--- src/sv/gtpuhc_pkg.sv ---
package gtpuhc_pkg;

	// header layout
	localparam int unsigned HDR_BYTES = 8;
	localparam int unsigned OPT_BYTES = 4;
	localparam int unsigned MAX_DATAGRAM_DEF = 4096;
	localparam int unsigned LEN_W = 16;
	localparam int unsigned TEID_W = 32;
	localparam int unsigned OPT_W = 3;
	localparam logic [2:0] GTP_VERSION = 3'd1;

	// header byte positions
	localparam int unsigned POS_FLAGS = 0;
	localparam int unsigned POS_LEN_HI = 2;
	localparam int unsigned POS_LEN_LO = 3;
	localparam int unsigned POS_TEID_LO = 4;

	// flag bits of byte 0
	localparam int unsigned FLAG_E = 2;

	typedef enum logic [2:0] {
		ST_OK           = 3'd0,
		ST_SHORT_HEADER = 3'd1,
		ST_BAD_VERSION  = 3'd2,
		ST_EXTENSION    = 3'd3,
		ST_SHORT_OPT    = 3'd4,
		ST_LEN_MISMATCH = 3'd5
	} status_t;

	typedef struct packed {
		logic          payload_valid;
		logic [7:0]    payload_byte;
		logic          end_of_datagram;
		status_t       check_status;
		logic [31:0]   tunnel_id;
	} result_t;

endpackage

--- src/sv/gtpuhc_parser.sv ---
module gtpuhc_parser #(
	parameter int unsigned MAX_DATAGRAM = gtpuhc_pkg::MAX_DATAGRAM_DEF
) (
	input  logic                 clk,
	input  logic                 arst_n,
	input  logic                 step,
	input  logic [7:0]           data_byte,
	input  logic                 last_byte,
	output logic                 has_result,
	output gtpuhc_pkg::result_t  result
);

	localparam int unsigned PW = $clog2(MAX_DATAGRAM + 1);
	localparam int unsigned LW = gtpuhc_pkg::LEN_W;
	localparam int unsigned TW = gtpuhc_pkg::TEID_W;
	localparam int unsigned OW = gtpuhc_pkg::OPT_W;

	logic [PW-1:0] pos_q, pos_n;
	logic [7:0]    flags_q, flags_n;
	logic [LW-1:0] len_q, len_n;
	logic [TW-1:0] teid_q, teid_n;
	logic [OW-1:0] opt_q, opt_n;
	logic          in_range, payload;
	gtpuhc_pkg::status_t status;

	// per-byte state update
	always_comb begin
		pos_n = pos_q;
		flags_n = flags_q;
		len_n = len_q;
		teid_n = teid_q;
		opt_n = opt_q;
		payload = 1'b0;
		in_range = pos_q < PW'(MAX_DATAGRAM);
		if (in_range) begin
			if (pos_q == PW'(gtpuhc_pkg::POS_FLAGS)) begin
				flags_n = data_byte;
				opt_n = (|data_byte[2:0]) ? OW'(gtpuhc_pkg::OPT_BYTES) : '0;
			end else if (pos_q == PW'(gtpuhc_pkg::POS_LEN_HI) ||
					pos_q == PW'(gtpuhc_pkg::POS_LEN_LO)) begin
				len_n = {len_q[LW-9:0], data_byte};
			end else if (pos_q >= PW'(gtpuhc_pkg::POS_TEID_LO) &&
					pos_q < PW'(gtpuhc_pkg::HDR_BYTES)) begin
				teid_n = {teid_q[TW-9:0], data_byte};
			end else if (pos_q >= PW'(gtpuhc_pkg::HDR_BYTES) + PW'(opt_q)) begin
				payload = 1'b1;
			end
			pos_n = pos_q + PW'(1);
		end
	end

	// status from the state after this byte
	always_comb begin
		if (pos_n < PW'(gtpuhc_pkg::HDR_BYTES))
			status = gtpuhc_pkg::ST_SHORT_HEADER;
		else if (flags_n[7:5] != gtpuhc_pkg::GTP_VERSION)
			status = gtpuhc_pkg::ST_BAD_VERSION;
		else if (flags_n[gtpuhc_pkg::FLAG_E])
			status = gtpuhc_pkg::ST_EXTENSION;
		else if (pos_n < PW'(gtpuhc_pkg::HDR_BYTES) + PW'(opt_n))
			status = gtpuhc_pkg::ST_SHORT_OPT;
		else if (len_n < LW'(opt_n) ||
				LW'(pos_n - PW'(gtpuhc_pkg::HDR_BYTES)) != len_n)
			status = gtpuhc_pkg::ST_LEN_MISMATCH;
		else
			status = gtpuhc_pkg::ST_OK;
	end

	always_comb begin
		has_result = payload | last_byte;
		result.payload_valid = payload;
		result.payload_byte = payload ? data_byte : 8'd0;
		result.end_of_datagram = last_byte;
		result.check_status = last_byte ? status : gtpuhc_pkg::ST_OK;
		result.tunnel_id = last_byte ? teid_n : '0;
	end

	always_ff @(posedge clk or negedge arst_n) begin
		if (!arst_n) begin
			pos_q <= '0;
			flags_q <= '0;
			len_q <= '0;
			teid_q <= '0;
			opt_q <= '0;
		end else if (step) begin
			if (last_byte) begin
				pos_q <= '0;
				flags_q <= '0;
				len_q <= '0;
				teid_q <= '0;
				opt_q <= '0;
			end else begin
				pos_q <= pos_n;
				flags_q <= flags_n;
				len_q <= len_n;
				teid_q <= teid_n;
				opt_q <= opt_n;
			end
		end
	end

endmodule

--- src/sv/gtpuhc_out_reg.sv ---
module gtpuhc_out_reg (
	input  logic                 clk,
	input  logic                 arst_n,
	input  logic                 load,
	input  gtpuhc_pkg::result_t  result,
	output logic                 free,
	output logic                 m_axis_tvalid,
	input  logic                 m_axis_tready,
	output logic [47:0]          m_axis_tdata,
	output logic                 m_axis_tuser,
	output logic                 m_axis_tlast
);

	logic                valid_q;
	gtpuhc_pkg::result_t data_q;

	assign free = !valid_q || m_axis_tready;
	assign m_axis_tvalid = valid_q;
	assign m_axis_tlast = data_q.end_of_datagram;
	assign m_axis_tuser = data_q.payload_valid;
	assign m_axis_tdata = {5'd0, data_q.tunnel_id, data_q.check_status, data_q.payload_byte};

	always_ff @(posedge clk or negedge arst_n) begin
		if (!arst_n) begin
			valid_q <= 1'b0;
		end else if (free) begin
			valid_q <= load;
		end
	end

	always_ff @(posedge clk) begin
		if (free && load) begin
			data_q <= result;
		end
	end

endmodule

--- src/sv/gtpu_header_checker_top.sv ---
// gtp-u v1 header checker: takes a received datagram one byte per request on the
// slave stream (tlast on the final byte), parses the 8-byte header (flags, big-endian
// length, big-endian tunnel id), skips the 4 optional bytes when s, pn or e is set and
// passes every later byte on as a payload request. the final byte always yields a
// request with tlast high carrying the check status and tunnel id; bytes that are
// neither payload nor final yield nothing. payload goes out before the status is known,
// so only the status on the final request says whether the datagram was good. beyond
// MAX_DATAGRAM bytes, further bytes are dropped until the final one. throughput is one
// byte per cycle unless the receiver stalls; path: input register, one pass of parse
// logic, and an output register; the per-datagram state registers close the only loop.
module gtpu_header_checker_top #(
	parameter int unsigned MAX_DATAGRAM = gtpuhc_pkg::MAX_DATAGRAM_DEF
) (
	input  logic        clk,
	input  logic        arst_n,
	// slave stream: datagram bytes
	input  logic        s_axis_tvalid,
	output logic        s_axis_tready,
	input  logic [7:0]  s_axis_tdata,   // [7:0] data_byte
	input  logic        s_axis_tlast,   // last_byte
	// master stream: results
	output logic        m_axis_tvalid,
	input  logic        m_axis_tready,
	output logic [47:0] m_axis_tdata,   // [7:0] payload_byte, [10:8] check_status,
	                                    // [42:11] tunnel_id, rest 0
	output logic        m_axis_tuser,   // payload_valid
	output logic        m_axis_tlast    // end_of_datagram
);

	// input register stage
	logic       valid_s1;
	logic [7:0] byte_s1;
	logic       last_s1;

	logic                out_free;
	logic                advance;
	logic                has_result;
	gtpuhc_pkg::result_t result;

	// a byte moves on whenever the output register can take a result
	assign advance = valid_s1 && out_free;
	assign s_axis_tready = !valid_s1 || advance;

	always_ff @(posedge clk or negedge arst_n) begin
		if (!arst_n) begin
			valid_s1 <= 1'b0;
		end else if (s_axis_tready) begin
			valid_s1 <= s_axis_tvalid;
		end
	end

	always_ff @(posedge clk) begin
		if (s_axis_tready && s_axis_tvalid) begin
			byte_s1 <= s_axis_tdata;
			last_s1 <= s_axis_tlast;
		end
	end

	// header parse and per-datagram state
	gtpuhc_parser #(
		.MAX_DATAGRAM(MAX_DATAGRAM)
	) u_parser (
		.clk(clk),
		.arst_n(arst_n),
		.step(advance),
		.data_byte(byte_s1),
		.last_byte(last_s1),
		.has_result(has_result),
		.result(result)
	);

	// result register
	gtpuhc_out_reg u_out (
		.clk(clk),
		.arst_n(arst_n),
		.load(advance && has_result),
		.result(result),
		.free(out_free),
		.m_axis_tvalid(m_axis_tvalid),
		.m_axis_tready(m_axis_tready),
		.m_axis_tdata(m_axis_tdata),
		.m_axis_tuser(m_axis_tuser),
		.m_axis_tlast(m_axis_tlast)
	);

`ifndef SYNTH
	// status only on the final request of a datagram
	a_status_at_end: assert property (@(posedge clk) disable iff (!arst_n)
		m_axis_tvalid && !m_axis_tlast |-> m_axis_tdata[42:8] == '0)
		else $error("status or tunnel id outside final request");

	// every request is payload or a datagram end
	a_request_kind: assert property (@(posedge clk) disable iff (!arst_n)
		m_axis_tvalid |-> m_axis_tuser || m_axis_tlast)
		else $error("empty result request");

	// a stalled byte stays in the input register
	a_stage_hold: assert property (@(posedge clk) disable iff (!arst_n)
		valid_s1 && !advance |=> valid_s1 && $stable(byte_s1) && $stable(last_s1))
		else $error("input stage lost a byte");
`endif

endmodule

--- config.mk ---
export PLATFORM = sky130hd
export DESIGN_NAME = gtpu_header_checker_top
export DESIGN_NICKNAME = d
export VERILOG_FILES = /design/src/sv/gtpuhc_pkg.sv /design/src/sv/gtpuhc_parser.sv /design/src/sv/gtpuhc_out_reg.sv /design/src/sv/gtpu_header_checker_top.sv
export SDC_FILE = /design/constraint.sdc
export NUM_CORES = 1
export LEC_CHECK = 0
export BUFFER_PORTS_ARGS = -buffer_cell sky130_fd_sc_hd__buf_2
export CAP_MARGIN = 20
export CORE_UTILIZATION = 50
export DETAILED_ROUTE_END_ITERATION = 16
export PLACE_DENSITY = 0.69
export SETUP_SLACK_MARGIN = 0.02
export SLEW_MARGIN = 40
export SYNTH_ARGS = -nofsm -noshare
export SYNTH_HDL_FRONTEND = slang
export SYNTH_SLANG_ARGS = --single-unit
--- constraint.sdc ---
create_clock -name clk -period 4.65 [get_ports clk]
set_input_delay 0.2325 -clock clk [delete_from_list [all_inputs] [get_ports clk]]
set_output_delay 0.2325 -clock clk [all_outputs]
set_load 0.03 [all_outputs]
==> results.cfg <==
[timing]
rsz0062_at_grt = no
worstMarginPinSlew_ns = 0.850
max_freq_ghz = 0.287
finClkSkew_ns = 0.0105
final.period_utilization_pct = 75.0
timing.hold.ws_ns = 0.0150
hold_violations = 0
finalSetupViolations = 0
fin_crit_ns = 3.49
relSlewSlack_pct = 43.1
finalMaxSlewViolations = 0
tns_ns = 0

[yosys]
seq_area_frac_synth_pct = 51.4
synth_xor_area_share_pct = 3.93
synth_area_sq_mm = 0.00656
synth_edf_count = 54
yosys.area_share.simple_pct = 18.5
synthMuxAreaShare_pct = 3.30
synthAdderAreaFrac_pct = 2.48
synth_top_family_by_area = simple AND/OR/NAND/NOR gates
postSynthCellCount = 672
synth_cell_type_count = 64
ys_ff_latch = 124
synthFlopType = dfrtp_1
ys_async_sr_fraction_pct = 56.5
avgSynthCellArea_sq_um = 9.77
ys.warnings.count = 0
synth_compound_area_share_pct = 16.2

[placed_design]
hpwlAfterDp_um = 10100
postPlaceCellArea_sq_mm = 0.00694
io_buffer_count = 59
place.gp.congestion = 0.928

[pwr]
ir_drop_mv = 0.327
p_total_uw = 4000
power_density_mw_per_mm2 = 526
leakagePower_uw = 0.00310

[min_path]
hold_depth = 2
hp-class = primary input to flip-flop

[detailed_routing]
drt-total-wl_um = 16200
vias = 5286
drtAntennaViolNets = 0
drt_iter0_drc = 596
route.detailed.drc = 0
firstDrtPassIters = 7
wire_per_inst_um = 17.8
viasPerCell = 5.81

[global_route]
first_global_vias = 4984
grt_pass1_wl_um = 26100
grt_max_degree = 71
grt_overflow_total = 0
grt_use_total_pct = 25.7
antenna_found_initial = 0

[floorplan]
die_w_um = 117
initial_core_util_pct = 51.6
die_h_um = 117
design.core.area_sq_mm = 0.0127
dieArea_sq_mm = 0.0136
rows = 41
io_pins = 65

[worst_setup_path]
endpoint_kind = flip-flop
path_class = flip-flop to flip-flop
crit_fanout = 10
regToRegStartpoint = u_parser.pos_q[1]$_DFFE_PN0P_
r2r_slack_ns = 1.16
startpoint = u_parser.pos_q[1]$_DFFE_PN0P_
worstSetupStartpointType = flip-flop
endpoint = u_out.m_axis_tdata[8]$_SDFFCE_PN0P_
cp.required_ns = 4.80
critPathArrivalTime_ns = 3.64
reg2regPathDepth = 10
r2r_end = u_out.m_axis_tdata[8]$_SDFFCE_PN0P_

[layout]
nNetsFinal = 751
antenna_cells = 0
fillers = 1072
final_layout_size_suffix_gt1_share_pct = 15.2
areaGrowthSynthToFinish_pct = 15.9
fin_util_pct = 59.8
design_area_sq_mm = 0.00761

[cts]
cts.sinks = 124
cts_root_buf = clkbuf_16
clockBufferDepth = 2
cts_tree = built
cts_buffers = 17
cts_setup_buffers = 0
htree_levels = 4
path_clk_slew_ns = 0.05
clk_latency_ns = 0.43

[job]
maxCapViolations = 0

[outcome]
status = complete, no violations
## state kept, by name, indices dropped and copies added, names as in the netlist
| register | cells |
|---|---|
| byte_s1 | 8 |
| last_s1 | 1 |
| u_out.m_axis_tdata | 43 |
| u_out.m_axis_tlast | 1 |
| u_out.m_axis_tuser | 1 |
| u_out.m_axis_tvalid | 1 |
| u_parser.flags_q | 4 |
| u_parser.len_q | 16 |
| u_parser.opt_q | 3 |
| u_parser.pos_q | 13 |
| u_parser.teid_q | 32 |
| valid_s1 | 1 |
## cell usage after synthesis, drive strengths merged, types with 2 or more instances
cell,count,share of area [%]
a21boi,34,3.9
a21o,3,0.34
a21oi,43,3.3
a22oi,13,1.5
a311oi,2,0.27
a31oi,2,0.29
and2,16,1.5
and3,7,0.67
and4,2,0.27
buf,17,1.8
clkbuf,30,1.7
dfrtp,70,27
edfxtp,54,25
ha,13,2.5
inv,10,0.57
mux2,3,0.51
mux2i,17,2.8
nand2,143,8.2
nand2b,5,0.48
nand3,16,1.2
nand3b,3,0.34
nand4,6,0.57
nand4b,3,0.50
nor2,20,1.1
nor2b,2,0.19
nor3,11,1.0
nor4,7,0.76
nor4b,3,0.63
o21ai,68,5.2
o31ai,2,0.23
xnor2,15,2.0
xor2,11,1.6
## per-layer routing
| metal | global-route usage [%] | share of wire (%) |
|---|---|---|
| met3 | 6.43 | 6.4 |
| met1 | 36.3 | 46 |
| met5 | 0 | 0 |
| met2 | 38.3 | 46 |
| met4 | 9.54 | 1.9 |
## worst max-delay path, stage by stage, from the launching register on
cell      delay, ns
dfrtp_1        0.53
ha_1           0.34
nor2_1         0.12
nor4b_4        0.31
and2_1         0.39
mux2i_1        0.34
xnor3_1        0.27
nor4b_1        0.27
o22ai_1        0.14
nor4_2         0.32
o221ai_1       0.19
## per-stage QoR
| stage | cells | setup slack [ns] |
|---|---|---|
| 3_3_place_gp | 868 | 1.39 |
| 5_1_grt | 910 | 0.946 |
| 6_report | 910 | 1.16 |
| 4_1_cts | 910 | 1.23 |
| 2_1_floorplan | 676 | 0.795 |
| 3_5_place_dp | 868 | 1.26 |
## final cells by class
type                       count  area [sq um]  area share, %
sequential                   124          3370           44.3
tap                          172           215           2.83
clock buffer                  22           454           5.97
inverter                      11          41.3          0.543
multi-input combinational    494          2950           38.7
timing repair buffer          77           459           6.04
clock inverter                10           118           1.55
## repair_timing
| action | 4_1_cts | 5_1_grt |
|---|---|---|
| hold buffers | 10 | 0 |
| endpoints found under the hold margin | 79 | 0 |
| endpoints found under the setup margin | 0 | 0 |
| resized for setup | 0 | 0 |
## cell usage in the layout (no fill, tap or decap), types with 2 or more instances in the layout
cell type and n:
a21o_1 3, dlygate4sd3_1 10, edfxtp_1 54, nand4b_1 2
clkinv_1 2, clkinv_4 2, nor3_1 10, nor2b_1 2
nand2b_1 5, and3_1 7, inv_1 10, nor2_1 19
nand3b_1 3, nand2_2 2, ha_1 13, xnor2_1 15
buf_2 59, nor4_1 6, nand2_1 141, xor2_1 10
a311oi_1 2, bufinv_16 2, and4_1 2, nand3_1 16
mux2i_1 16, a22oi_1 13, dfrtp_1 70, conb_1 5
buf_4 7, and2_1 16, clkinvlp_4 3, clkbuf_1 4
mux2_2 3, clkbuf_16 17, nor4b_1 2, nand4_1 6
o21ai_0 68, o31ai_1 2, a21boi_0 34, a21oi_1 43
## worst min-delay path by stage
stage,start,to
CTS,s_axis_tvalid,valid_s1$_DFFE_PN0N_
detailed placement,arst_n,u_parser.pos_q[3]$_DFFE_PN0P_
global route,s_axis_tvalid,valid_s1$_DFFE_PN0N_
floorplan,arst_n,u_out.m_axis_tvalid$_DFFE_PN0P_
global placement,s_axis_tdata[6],byte_s1[6]$_DFFE_PP_
finish,s_axis_tvalid,valid_s1$_DFFE_PN0N_
## cell families (layout without fill, tap and decap cells)
kind of cell,after synthesis,count (layout)
multiplexers,20,20
AND/OR/NAND/NOR,252,252
adder cells (fa/ha/maj),13,13
AO/OA/AOI/OAI,177,177
other,1,5
buffers and inverters,58,120
flip-flops,124,124
XOR/XNOR,27,27
## where the power goes
group	switching [uW]	internal, uW
clock network	495	802
registers	238	1400
logic	677	392
No activity file was read; power rests on OpenSTA's default activity.
